### src/rau_pkg.sv
`timescale 1ns / 1ps
// ----------------------------------------------------------------------------
// rau_pkg
// Shared types and codes for the rational arithmetic unit.
// ----------------------------------------------------------------------------
package rau_pkg;

  localparam int OPERAND_WIDTH_DEF = 16;

  localparam logic [2:0] ACT_ADD = 3'd0;
  localparam logic [2:0] ACT_SUB = 3'd1;
  localparam logic [2:0] ACT_MUL = 3'd2;
  localparam logic [2:0] ACT_DIV = 3'd3;
  localparam logic [2:0] ACT_CMP = 3'd4;

  localparam logic [2:0] REL_LT = 3'd0;
  localparam logic [2:0] REL_GT = 3'd1;
  localparam logic [2:0] REL_LE = 3'd2;
  localparam logic [2:0] REL_GE = 3'd3;
  localparam logic [2:0] REL_EQ = 3'd4;
  localparam logic [2:0] REL_NE = 3'd5;

  localparam logic [1:0] ST_OK       = 2'd0;
  localparam logic [1:0] ST_ZERO_DEN = 2'd1;
  localparam logic [1:0] ST_DIV_ZERO = 2'd2;

  typedef enum logic [3:0] {
    S_IDLE,
    S_MUL1,
    S_MUL2,
    S_MUL3,
    S_FORM,
    S_GCD,
    S_DIVN,
    S_DIVD,
    S_FIN
  } state_t;

  typedef struct packed {
    logic busy;
    logic done;
  } unit_stat_t;

endpackage

### src/rau_mul.sv
`timescale 1ns / 1ps
// ----------------------------------------------------------------------------
// rau_mul
// Shared signed multiplier with a registered product.
// ----------------------------------------------------------------------------
module rau_mul #(
  parameter int WIDTH = 17
) (
  input  logic                        clk,
  input  logic signed [WIDTH-1:0]     a,
  input  logic signed [WIDTH-1:0]     b,
  output logic signed [2*WIDTH-1:0]   p
);

  always_ff @(posedge clk) begin
    p <= a * b;
  end

endmodule

### src/rau_gcd.sv
`timescale 1ns / 1ps
// ----------------------------------------------------------------------------
// rau_gcd
// Iterative binary gcd, one subtract or shift step per cycle.
// ----------------------------------------------------------------------------
module rau_gcd #(
  parameter int WIDTH = 32
) (
  input  logic                    clk,
  input  logic                    rst,
  input  logic                    start,
  input  logic [WIDTH-1:0]        a,
  input  logic [WIDTH-1:0]        b,
  output logic [WIDTH-1:0]        g,
  output rau_pkg::unit_stat_t     stat
);
  import rau_pkg::*;

  localparam int KW = $clog2(WIDTH);

  logic [WIDTH-1:0] x;
  logic [WIDTH-1:0] y;
  logic [KW-1:0]    k;
  logic             busy;
  logic             done;
  logic             x_ge;
  logic [WIDTH-1:0] diff;

  assign x_ge = (x >= y);
  assign diff = x_ge ? (x - y) : (y - x);

  always_ff @(posedge clk) begin
    if (rst) begin
      busy <= 1'b0;
      done <= 1'b0;
    end else begin
      done <= 1'b0;
      if (start) begin
        busy <= 1'b1;
      end else if (busy && (x == '0 || y == '0)) begin
        busy <= 1'b0;
        done <= 1'b1;
      end
    end
  end

  always_ff @(posedge clk) begin
    if (start) begin
      x <= a;
      y <= b;
      k <= '0;
    end else if (busy) begin
      if (x == '0 || y == '0) begin
        g <= (x | y) << k;
      end else if (!x[0] && !y[0]) begin
        x <= x >> 1;
        y <= y >> 1;
        k <= k + KW'(1);
      end else if (!x[0]) begin
        x <= x >> 1;
      end else if (!y[0]) begin
        y <= y >> 1;
      end else if (x_ge) begin
        x <= diff >> 1;
      end else begin
        y <= diff >> 1;
      end
    end
  end

  assign stat.busy = busy;
  assign stat.done = done;

endmodule

### src/rau_div.sv
`timescale 1ns / 1ps
// ----------------------------------------------------------------------------
// rau_div
// Restoring unsigned divider, one quotient bit per cycle.
// ----------------------------------------------------------------------------
module rau_div #(
  parameter int WIDTH = 32
) (
  input  logic                    clk,
  input  logic                    rst,
  input  logic                    start,
  input  logic [WIDTH-1:0]        dividend,
  input  logic [WIDTH-1:0]        divisor,
  output logic [WIDTH-1:0]        quotient,
  output rau_pkg::unit_stat_t     stat
);
  import rau_pkg::*;

  localparam int CW = $clog2(WIDTH + 1);

  logic [WIDTH:0]   rem;
  logic [WIDTH-1:0] quo;
  logic [WIDTH-1:0] dvs;
  logic [CW-1:0]    cnt;
  logic             busy;
  logic             done;
  logic [WIDTH:0]   shifted;
  logic [WIDTH:0]   diff;

  assign shifted = {rem[WIDTH-1:0], quo[WIDTH-1]};
  assign diff    = shifted - {1'b0, dvs};

  always_ff @(posedge clk) begin
    if (rst) begin
      busy <= 1'b0;
      done <= 1'b0;
      cnt  <= '0;
    end else begin
      done <= 1'b0;
      if (start) begin
        busy <= 1'b1;
        cnt  <= CW'(WIDTH);
      end else if (busy) begin
        cnt <= cnt - CW'(1);
        if (cnt == CW'(1)) begin
          busy <= 1'b0;
          done <= 1'b1;
        end
      end
    end
  end

  always_ff @(posedge clk) begin
    if (start) begin
      rem <= '0;
      quo <= dividend;
      dvs <= divisor;
    end else if (busy) begin
      quo <= {quo[WIDTH-2:0], !diff[WIDTH]};
      rem <= diff[WIDTH] ? shifted : diff;
    end
  end

  assign quotient  = quo;
  assign stat.busy = busy;
  assign stat.done = done;

endmodule

### src/rational_arithmetic_unit.sv
`timescale 1ns / 1ps
// ----------------------------------------------------------------------------
// rational_arithmetic_unit
// Add, subtract, multiply, divide or compare two fractions, result reduced
// by the gcd. One shared multiplier, an iterative gcd and a shared divider.
// ----------------------------------------------------------------------------
// sequencing: error beats go from idle straight to the finish state; compare
//   beats pass the three multiply states and the form state; arithmetic beats
//   with a nonzero numerator also run the binary gcd loop and two bit-serial
//   divisions of 2*OPERAND_WIDTH bits; one beat is in progress at a time
// a finished beat waits in the output register while the next one is taken
// reset: synchronous, clears the sequencer and the output valid
module rational_arithmetic_unit #(
  parameter int OPERAND_WIDTH = rau_pkg::OPERAND_WIDTH_DEF
) (
  input  logic                                      clk,
  input  logic                                      rst,
  input  logic                                      s_tvalid,
  output logic                                      s_tready,
  // a_num, a_den, b_num, b_den
  input  logic [((4*OPERAND_WIDTH-2)+7)/8*8-1:0]    s_tdata,
  // action, relation
  input  logic [5:0]                                s_tuser,
  output logic                                      m_tvalid,
  input  logic                                      m_tready,
  // res_num, res_den
  output logic [63:0]                               m_tdata,
  // compare_true, status
  output logic [2:0]                                m_tuser
);
  import rau_pkg::*;

  localparam int W   = OPERAND_WIDTH;
  localparam int MOP = W + 1;
  localparam int PW  = 2 * MOP;
  localparam int MW  = 2 * W;
  localparam int SW  = (MW > 33) ? MW : 33;
  localparam int AD0 = W;
  localparam int BN0 = 2 * W - 1;
  localparam int BD0 = 3 * W - 1;

  state_t state;
  state_t state_next;

  logic [2:0]             action;
  logic [2:0]             relation;
  logic signed [W-1:0]    an;
  logic signed [W-1:0]    bn;
  logic [W-2:0]           ad;
  logic [W-2:0]           bd;

  logic signed [MOP-1:0]  mul_a;
  logic signed [MOP-1:0]  mul_b;
  logic signed [PW-1:0]   prod;
  logic signed [PW-1:0]   p1;
  logic signed [PW-1:0]   p2;

  logic [MW-1:0]          mag;
  logic [MW-1:0]          udn;
  logic                   neg;
  logic                   cmp;
  logic [1:0]             status;
  logic [MW-1:0]          g_reg;

  logic                   gcd_start;
  logic [MW-1:0]          gcd_g;
  unit_stat_t             gcd_stat;
  logic                   div_start;
  logic [MW-1:0]          div_dividend;
  logic [MW-1:0]          div_divisor;
  logic [MW-1:0]          div_quo;
  unit_stat_t             div_stat;

  logic                   accept;
  logic                   in_bad_act;
  logic                   in_zero_den;
  logic                   in_div_zero;
  logic [2:0]             in_action;
  logic signed [W-1:0]    in_bn;
  logic [W-2:0]           in_ad;
  logic [W-2:0]           in_bd;

  logic signed [PW-1:0]   num_f;
  logic signed [PW-1:0]   num_abs;
  logic signed [PW-1:0]   den_abs;
  logic                   rel_true;
  logic                   load_out;

  logic [SW-1:0]          mag_w;
  logic [SW-1:0]          mag_sat;
  logic [SW-1:0]          udn_w;
  logic [SW-1:0]          udn_sat;
  logic [31:0]            num_out;

  assign in_action   = s_tuser[2:0];
  assign in_bn       = s_tdata[BN0 +: W];
  assign in_ad       = s_tdata[AD0 +: W-1];
  assign in_bd       = s_tdata[BD0 +: W-1];
  assign accept      = s_tvalid && s_tready;
  assign in_bad_act  = (in_action > ACT_CMP);
  assign in_zero_den = (in_ad == '0) || (in_bd == '0);
  assign in_div_zero = (in_action == ACT_DIV) && (in_bn == '0);
  assign load_out    = !m_tvalid || m_tready;

  rau_mul #(.WIDTH(MOP)) u_mul (
    .clk (clk),
    .a   (mul_a),
    .b   (mul_b),
    .p   (prod)
  );

  // operands are taken straight from the formed fraction at start
  rau_gcd #(.WIDTH(MW)) u_gcd (
    .clk   (clk),
    .rst   (rst),
    .start (gcd_start),
    .a     (num_abs[MW-1:0]),
    .b     (den_abs[MW-1:0]),
    .g     (gcd_g),
    .stat  (gcd_stat)
  );

  rau_div #(.WIDTH(MW)) u_div (
    .clk      (clk),
    .rst      (rst),
    .start    (div_start),
    .dividend (div_dividend),
    .divisor  (div_divisor),
    .quotient (div_quo),
    .stat     (div_stat)
  );

  // next state
  always_comb begin
    state_next = state;
    case (state)
      S_IDLE: begin
        if (s_tvalid) begin
          if (in_bad_act || in_zero_den || in_div_zero) begin
            state_next = S_FIN;
          end else begin
            state_next = S_MUL1;
          end
        end
      end
      S_MUL1: state_next = S_MUL2;
      S_MUL2: state_next = S_MUL3;
      S_MUL3: state_next = S_FORM;
      S_FORM: begin
        if (action == ACT_CMP || num_abs == '0) begin
          state_next = S_FIN;
        end else begin
          state_next = S_GCD;
        end
      end
      S_GCD: if (gcd_stat.done) state_next = S_DIVN;
      S_DIVN: if (div_stat.done) state_next = S_DIVD;
      S_DIVD: if (div_stat.done) state_next = S_FIN;
      S_FIN: if (load_out) state_next = S_IDLE;
      default: state_next = S_IDLE;
    endcase
  end

  // sequencer outputs
  always_comb begin
    s_tready     = 1'b0;
    gcd_start    = 1'b0;
    div_start    = 1'b0;
    div_dividend = mag;
    div_divisor  = gcd_g;
    mul_a        = {an[W-1], an};
    mul_b        = {2'b00, bd};
    case (state)
      S_IDLE: s_tready = 1'b1;
      S_MUL1: begin
        mul_a = {an[W-1], an};
        mul_b = (action == ACT_MUL) ? {bn[W-1], bn} : {2'b00, bd};
      end
      S_MUL2: begin
        mul_a = {bn[W-1], bn};
        mul_b = {2'b00, ad};
      end
      S_MUL3: begin
        mul_a = {2'b00, ad};
        mul_b = (action == ACT_DIV) ? {bn[W-1], bn} : {2'b00, bd};
      end
      S_FORM: gcd_start = (action != ACT_CMP) && (num_abs != '0);
      S_GCD: div_start = gcd_stat.done;
      S_DIVN: begin
        div_start    = div_stat.done;
        div_dividend = udn;
        div_divisor  = g_reg;
      end
      default: ;
    endcase
  end

  // forming the raw fraction and the compare
  always_comb begin
    case (action)
      ACT_ADD: num_f = p1 + p2;
      ACT_SUB: num_f = p1 - p2;
      default: num_f = p1;
    endcase
    num_abs = num_f[PW-1] ? -num_f : num_f;
    den_abs = prod[PW-1] ? -prod : prod;
    case (relation)
      REL_LT:  rel_true = (p1 < p2);
      REL_GT:  rel_true = (p1 > p2);
      REL_LE:  rel_true = (p1 <= p2);
      REL_GE:  rel_true = (p1 >= p2);
      REL_EQ:  rel_true = (p1 == p2);
      REL_NE:  rel_true = (p1 != p2);
      default: rel_true = 1'b0;
    endcase
  end

  always_ff @(posedge clk) begin
    if (rst) begin
      state <= S_IDLE;
    end else begin
      state <= state_next;
    end
  end

  always_ff @(posedge clk) begin
    case (state)
      S_IDLE: begin
        action   <= s_tuser[2:0];
        relation <= s_tuser[5:3];
        an       <= s_tdata[W-1:0];
        ad       <= in_ad;
        bn       <= in_bn;
        bd       <= in_bd;
        mag      <= '0;
        udn      <= '0;
        neg      <= 1'b0;
        cmp      <= 1'b0;
        if (in_bad_act) begin
          status <= ST_OK;
        end else if (in_zero_den) begin
          status <= ST_ZERO_DEN;
        end else if (in_div_zero) begin
          status <= ST_DIV_ZERO;
        end else begin
          status <= ST_OK;
        end
      end
      S_MUL2: p1 <= prod;
      S_MUL3: p2 <= prod;
      S_FORM: begin
        if (action == ACT_CMP) begin
          cmp <= rel_true;
        end else if (num_abs == '0) begin
          udn <= MW'(1);
        end else begin
          mag <= num_abs[MW-1:0];
          udn <= den_abs[MW-1:0];
          neg <= num_f[PW-1] ^ prod[PW-1];
        end
      end
      S_GCD: if (gcd_stat.done) g_reg <= gcd_g;
      S_DIVN: if (div_stat.done) mag <= div_quo;
      S_DIVD: if (div_stat.done) udn <= div_quo;
      default: ;
    endcase
  end

  // saturation into the output ranges
  always_comb begin
    mag_w = SW'(mag);
    udn_w = SW'(udn);
    if (neg) begin
      mag_sat = (mag_w > SW'(33'h0_8000_0000)) ? SW'(33'h0_8000_0000) : mag_w;
    end else begin
      mag_sat = (mag_w > SW'(33'h0_7FFF_FFFF)) ? SW'(33'h0_7FFF_FFFF) : mag_w;
    end
    udn_sat = (udn_w > SW'(33'h0_4000_0000)) ? SW'(33'h0_4000_0000) : udn_w;
    num_out = neg ? (32'd0 - mag_sat[31:0]) : mag_sat[31:0];
  end

  // output register
  always_ff @(posedge clk) begin
    if (rst) begin
      m_tvalid <= 1'b0;
    end else if (state == S_FIN && load_out) begin
      m_tvalid <= 1'b1;
    end else if (m_tready) begin
      m_tvalid <= 1'b0;
    end
  end

  always_ff @(posedge clk) begin
    if (state == S_FIN && load_out) begin
      m_tdata <= {1'b0, udn_sat[30:0], num_out};
      m_tuser <= {status, cmp};
    end
  end

  a_busy_after_accept: assert property (@(posedge clk) disable iff (rst)
    accept |=> !s_tready)
    else $error("input taken while a beat is in progress");

  a_units_exclusive: assert property (@(posedge clk) disable iff (rst)
    !(gcd_stat.busy && div_stat.busy))
    else $error("gcd and divider busy together");

  a_error_no_compare: assert property (@(posedge clk) disable iff (rst)
    (m_tvalid && m_tuser[2:1] != ST_OK) |-> (!m_tuser[0] && m_tdata[62:0] == '0))
    else $error("error beat carries a result");

  a_nonzero_has_den: assert property (@(posedge clk) disable iff (rst)
    (m_tvalid && m_tdata[31:0] != '0) |-> (m_tdata[62:32] != '0))
    else $error("nonzero numerator with zero denominator");

endmodule
### config.mk
export PLATFORM = sky130hd
export DESIGN_NAME = rational_arithmetic_unit
export DESIGN_NICKNAME = d
export VERILOG_FILES = /design/src/rau_pkg.sv /design/src/rau_mul.sv /design/src/rau_gcd.sv /design/src/rau_div.sv /design/src/rational_arithmetic_unit.sv
export SDC_FILE = /design/constraint.sdc
export NUM_CORES = 2
export LEC_CHECK = 0
export ABC_AREA = 1
export BUFFER_PORTS_ARGS = -buffer_cell sky130_fd_sc_hd__buf_2
export CORE_MARGIN = 4
export CORE_UTILIZATION = 50
export DETAILED_ROUTE_END_ITERATION = 10
export GPL_ROUTABILITY_DRIVEN = 0
export PLACE_DENSITY = 0.66
export SLEW_MARGIN = 15
export SYNTH_ARGS = -nofsm -noshare
export SYNTH_HDL_FRONTEND = slang
export SYNTH_SLANG_ARGS = --single-unit
### constraint.sdc
create_clock -name clk -period 7.56 [get_ports clk]
set_input_delay 1.134 -clock clk [delete_from_list [all_inputs] [get_ports clk]]
set_output_delay 1.134 -clock clk [all_outputs]
set_load 0.02 [all_outputs]
==> reports/metrics.yaml <==
area_growth_pct: 9.93
clock_latency_ns: 0.67
core_area_um2: 95400
drv_cap: 0
critPathLaunch: "state[1]"
synth_fa_ha_area_share_pct: 19.5
start_util_pct: 50.7
finClkSkew_ns: 0.0383
worst-setup-path-type: "reg -> reg"
hold_path.class: "reg -> reg"
seq_area_frac_synth_pct: 32.2
yosys.area.top_type: "edfxtp_1"
antenna_found_initial: 6
rows: 113
worst_slew_pin_slew_ns: 1.26
synth_top_family_by_area: "simple AND/OR/NAND/NOR gates"
post-route-drc-count: 0
rrSetupSlack_ns: 0.25
io_buffers: 139
synthTopCellsByArea: "edfxtp_1 (29%), fa_1 (12%), nand2_1 (11%), inv_1 (8.9%), ha_1 (7.4%)"
finalInstanceArea_um2: 53200
final.period_utilization_pct: 96.7
cp-endpoint: "u_mul.p[33]"
syn_area_um2: 48400
fmax_ghz: 0.137
ys_seq_elements: 548
critical_path_arrival_ns: 7.82
r2r_start: "state[1]"
synth_cell_type_count: 66
synth_most_common_cell: "nand2_1"
cp_common_cell: "inv_1"
slew_viol_final: 0
setup_violations: 0
drive_gt1_share_pct: 8.63
drt_iter0_markers: 5261
cts_root_buf: "clkbuf_16"
cts_buffers: 66
synth-main-ff-cell: "edfxtp_1"
grt_pass1_wl_mm: 232
fin_hold_ws_ns: 0.425
viasPerCell: 5.59
synth_simple_gate_area_share_pct: 21.6
crit_path_max_fanout: 10
synth_area_per_cell_um2: 7.75
nets: 7028
cp_slowest_stage_delay_ns: 0.61
synth_compound_area_share_pct: 11.6
fillers: 8944
grt_pass1_vias: 40300
cts_sinks: 548
gr-total-overflow: 0
top_register: "m_tdata"
cpMaxStageDelayCell: "fa_1"
firstDrtPassIters: 7
ant_nets: 0
clk_pin_slew_worst_paths_ns: 0.06
synth_xor_area_share_pct: 3.29
muxShareOfSynthArea_pct: 0.517
yosysWarnings: 0
clock_path_buffers: 3
die_h_um: 319
relSlewSlack_pct: 15.4
dieArea_um2: 102000
tritoncts: "built"
startpoint_type: "register"
syn-num-nets: 6888
wl_per_cell_um: 19.8
status: "finished, final reports clean"
syn_inst: 6237
layout_min_cycle_time_ns: 7.31
num_io_pins: 143
largest_reg_flops: 63
synthTopCellsByCount: "nand2_1 (1359), inv_1 (1153), nor2_1 (657)"
place_area_um2: 50800
hold_viol_final: 0
cp.required_ns: 8.07
die_w_um: 319
synthArstFlopShare_pct: 0
synth_edf_count: 462
totalWireLength_mm: 153
dpl.hpwl_mm: 121
vias: 43000
synth_top_area_share_pct: 28.7
r2r_end: "u_mul.p[33]"
reg2reg_depth: 31
grt_max_degree: 68
grt_usage_pct: 29.2
worstSetupEndpointType: "register"
cts_max_level: 3
-- metrics by stage --
stage / cells / setup WS, ns / util (%) / TNS (ns)
after global routing: 7696 / -0.0231 / 55.7 / -0.0363
after CTS: 7676 / 0.130 / 55.4 / 0
after detailed placement: 7554 / 0.150 / 53.2 / 0
after floorplan: 6237 / 0.00982 / - / 0
final: 7697 / 0.251 / 55.7 / 0
after global placement: 7554 / 0.188 / 53.2 / 0
-- what timing repair did --
item	CTS	global route
setup buffers	0	19
endpoints found under the setup margin	0	14
hold buffers	0	0
resized for setup	0	32
-- cells in the final DEF, fill, tap and decap left out, drive strengths merged, types with 6 or more instances in the layout --
master    count
fa          292
nand2      1368
and2          7
a21boi        7
a31oi        14
nand3       298
clkbuf       87
o211ai       93
xor2        135
buf         270
clkinvlp     13
ha          285
nand3b        8
dfxtp        86
nand4        60
inv        1203
o21ai       386
nor2        679
o22ai        77
edfxtp      462
a221oi       18
nor3         56
a21oi       304
xnor2        46
nor4         30
o21a         19
or2          14
clkinv       32
o221ai        6
o21bai       12
mux2i        25
-- cells by family after synthesis --
| family | after synthesis |
|---|---|
| simple gates | 2527 |
| buf+inv | 1414 |
| compound gates | 964 |
| fa+ha+maj | 577 |
| flops | 548 |
| xor+xnor | 181 |
| mux | 25 |
| other cells | 1 |
-- area by class of cell --
class / count / area, µm² / share of cell area [%]
inverters: 1214 / 4590 / 8.63
multi-input cells: 4275 / 27500 / 51.7
diodes: 1 / 2.50 / 0.00471
flip-flops and latches: 548 / 15600 / 29.3
well taps: 1265 / 1580 / 2.98
clock buffers: 86 / 1780 / 3.35
repair buffers: 272 / 1810 / 3.40
clock inverters: 36 / 332 / 0.624
-- routing by layer --
layer | track usage (%) | routed length [µm]
met3 | 6.45 | 15800
met4 | 12.4 | 7960
met1 | 39.5 | 62400
met2 | 45.3 | 66600
met5 | 0 | 0
-- worst min path at each step --
stage	startpoint	end	cells after the start
2_1_floorplan	cmp	m_tuser[0]	0
5_1_grt	status[0]	m_tuser[1]	0
3_3_place_gp	status[1]	m_tuser[2]	0
6_report	status[1]	m_tuser[2]	0
4_1_cts	status[1]	m_tuser[2]	0
3_5_place_dp	status[1]	m_tuser[2]	0
-- critical path: cells and delay by family (launching register included) --
kind / cells / cell delay, ns
AOI/OAI and AO/OA: 3 / 0.74
adders and majority gates: 7 / 3.35
buffers and inverters: 12 / 1.48
DFF: 1 / 0.37
xor gates and xnor gates: 1 / 0.13
and+or+nand+nor: 8 / 1.08
Power is left out: the tool's default activity adds up to more than one toggle a clock period on the data nets, which glitch-free logic cannot reach.
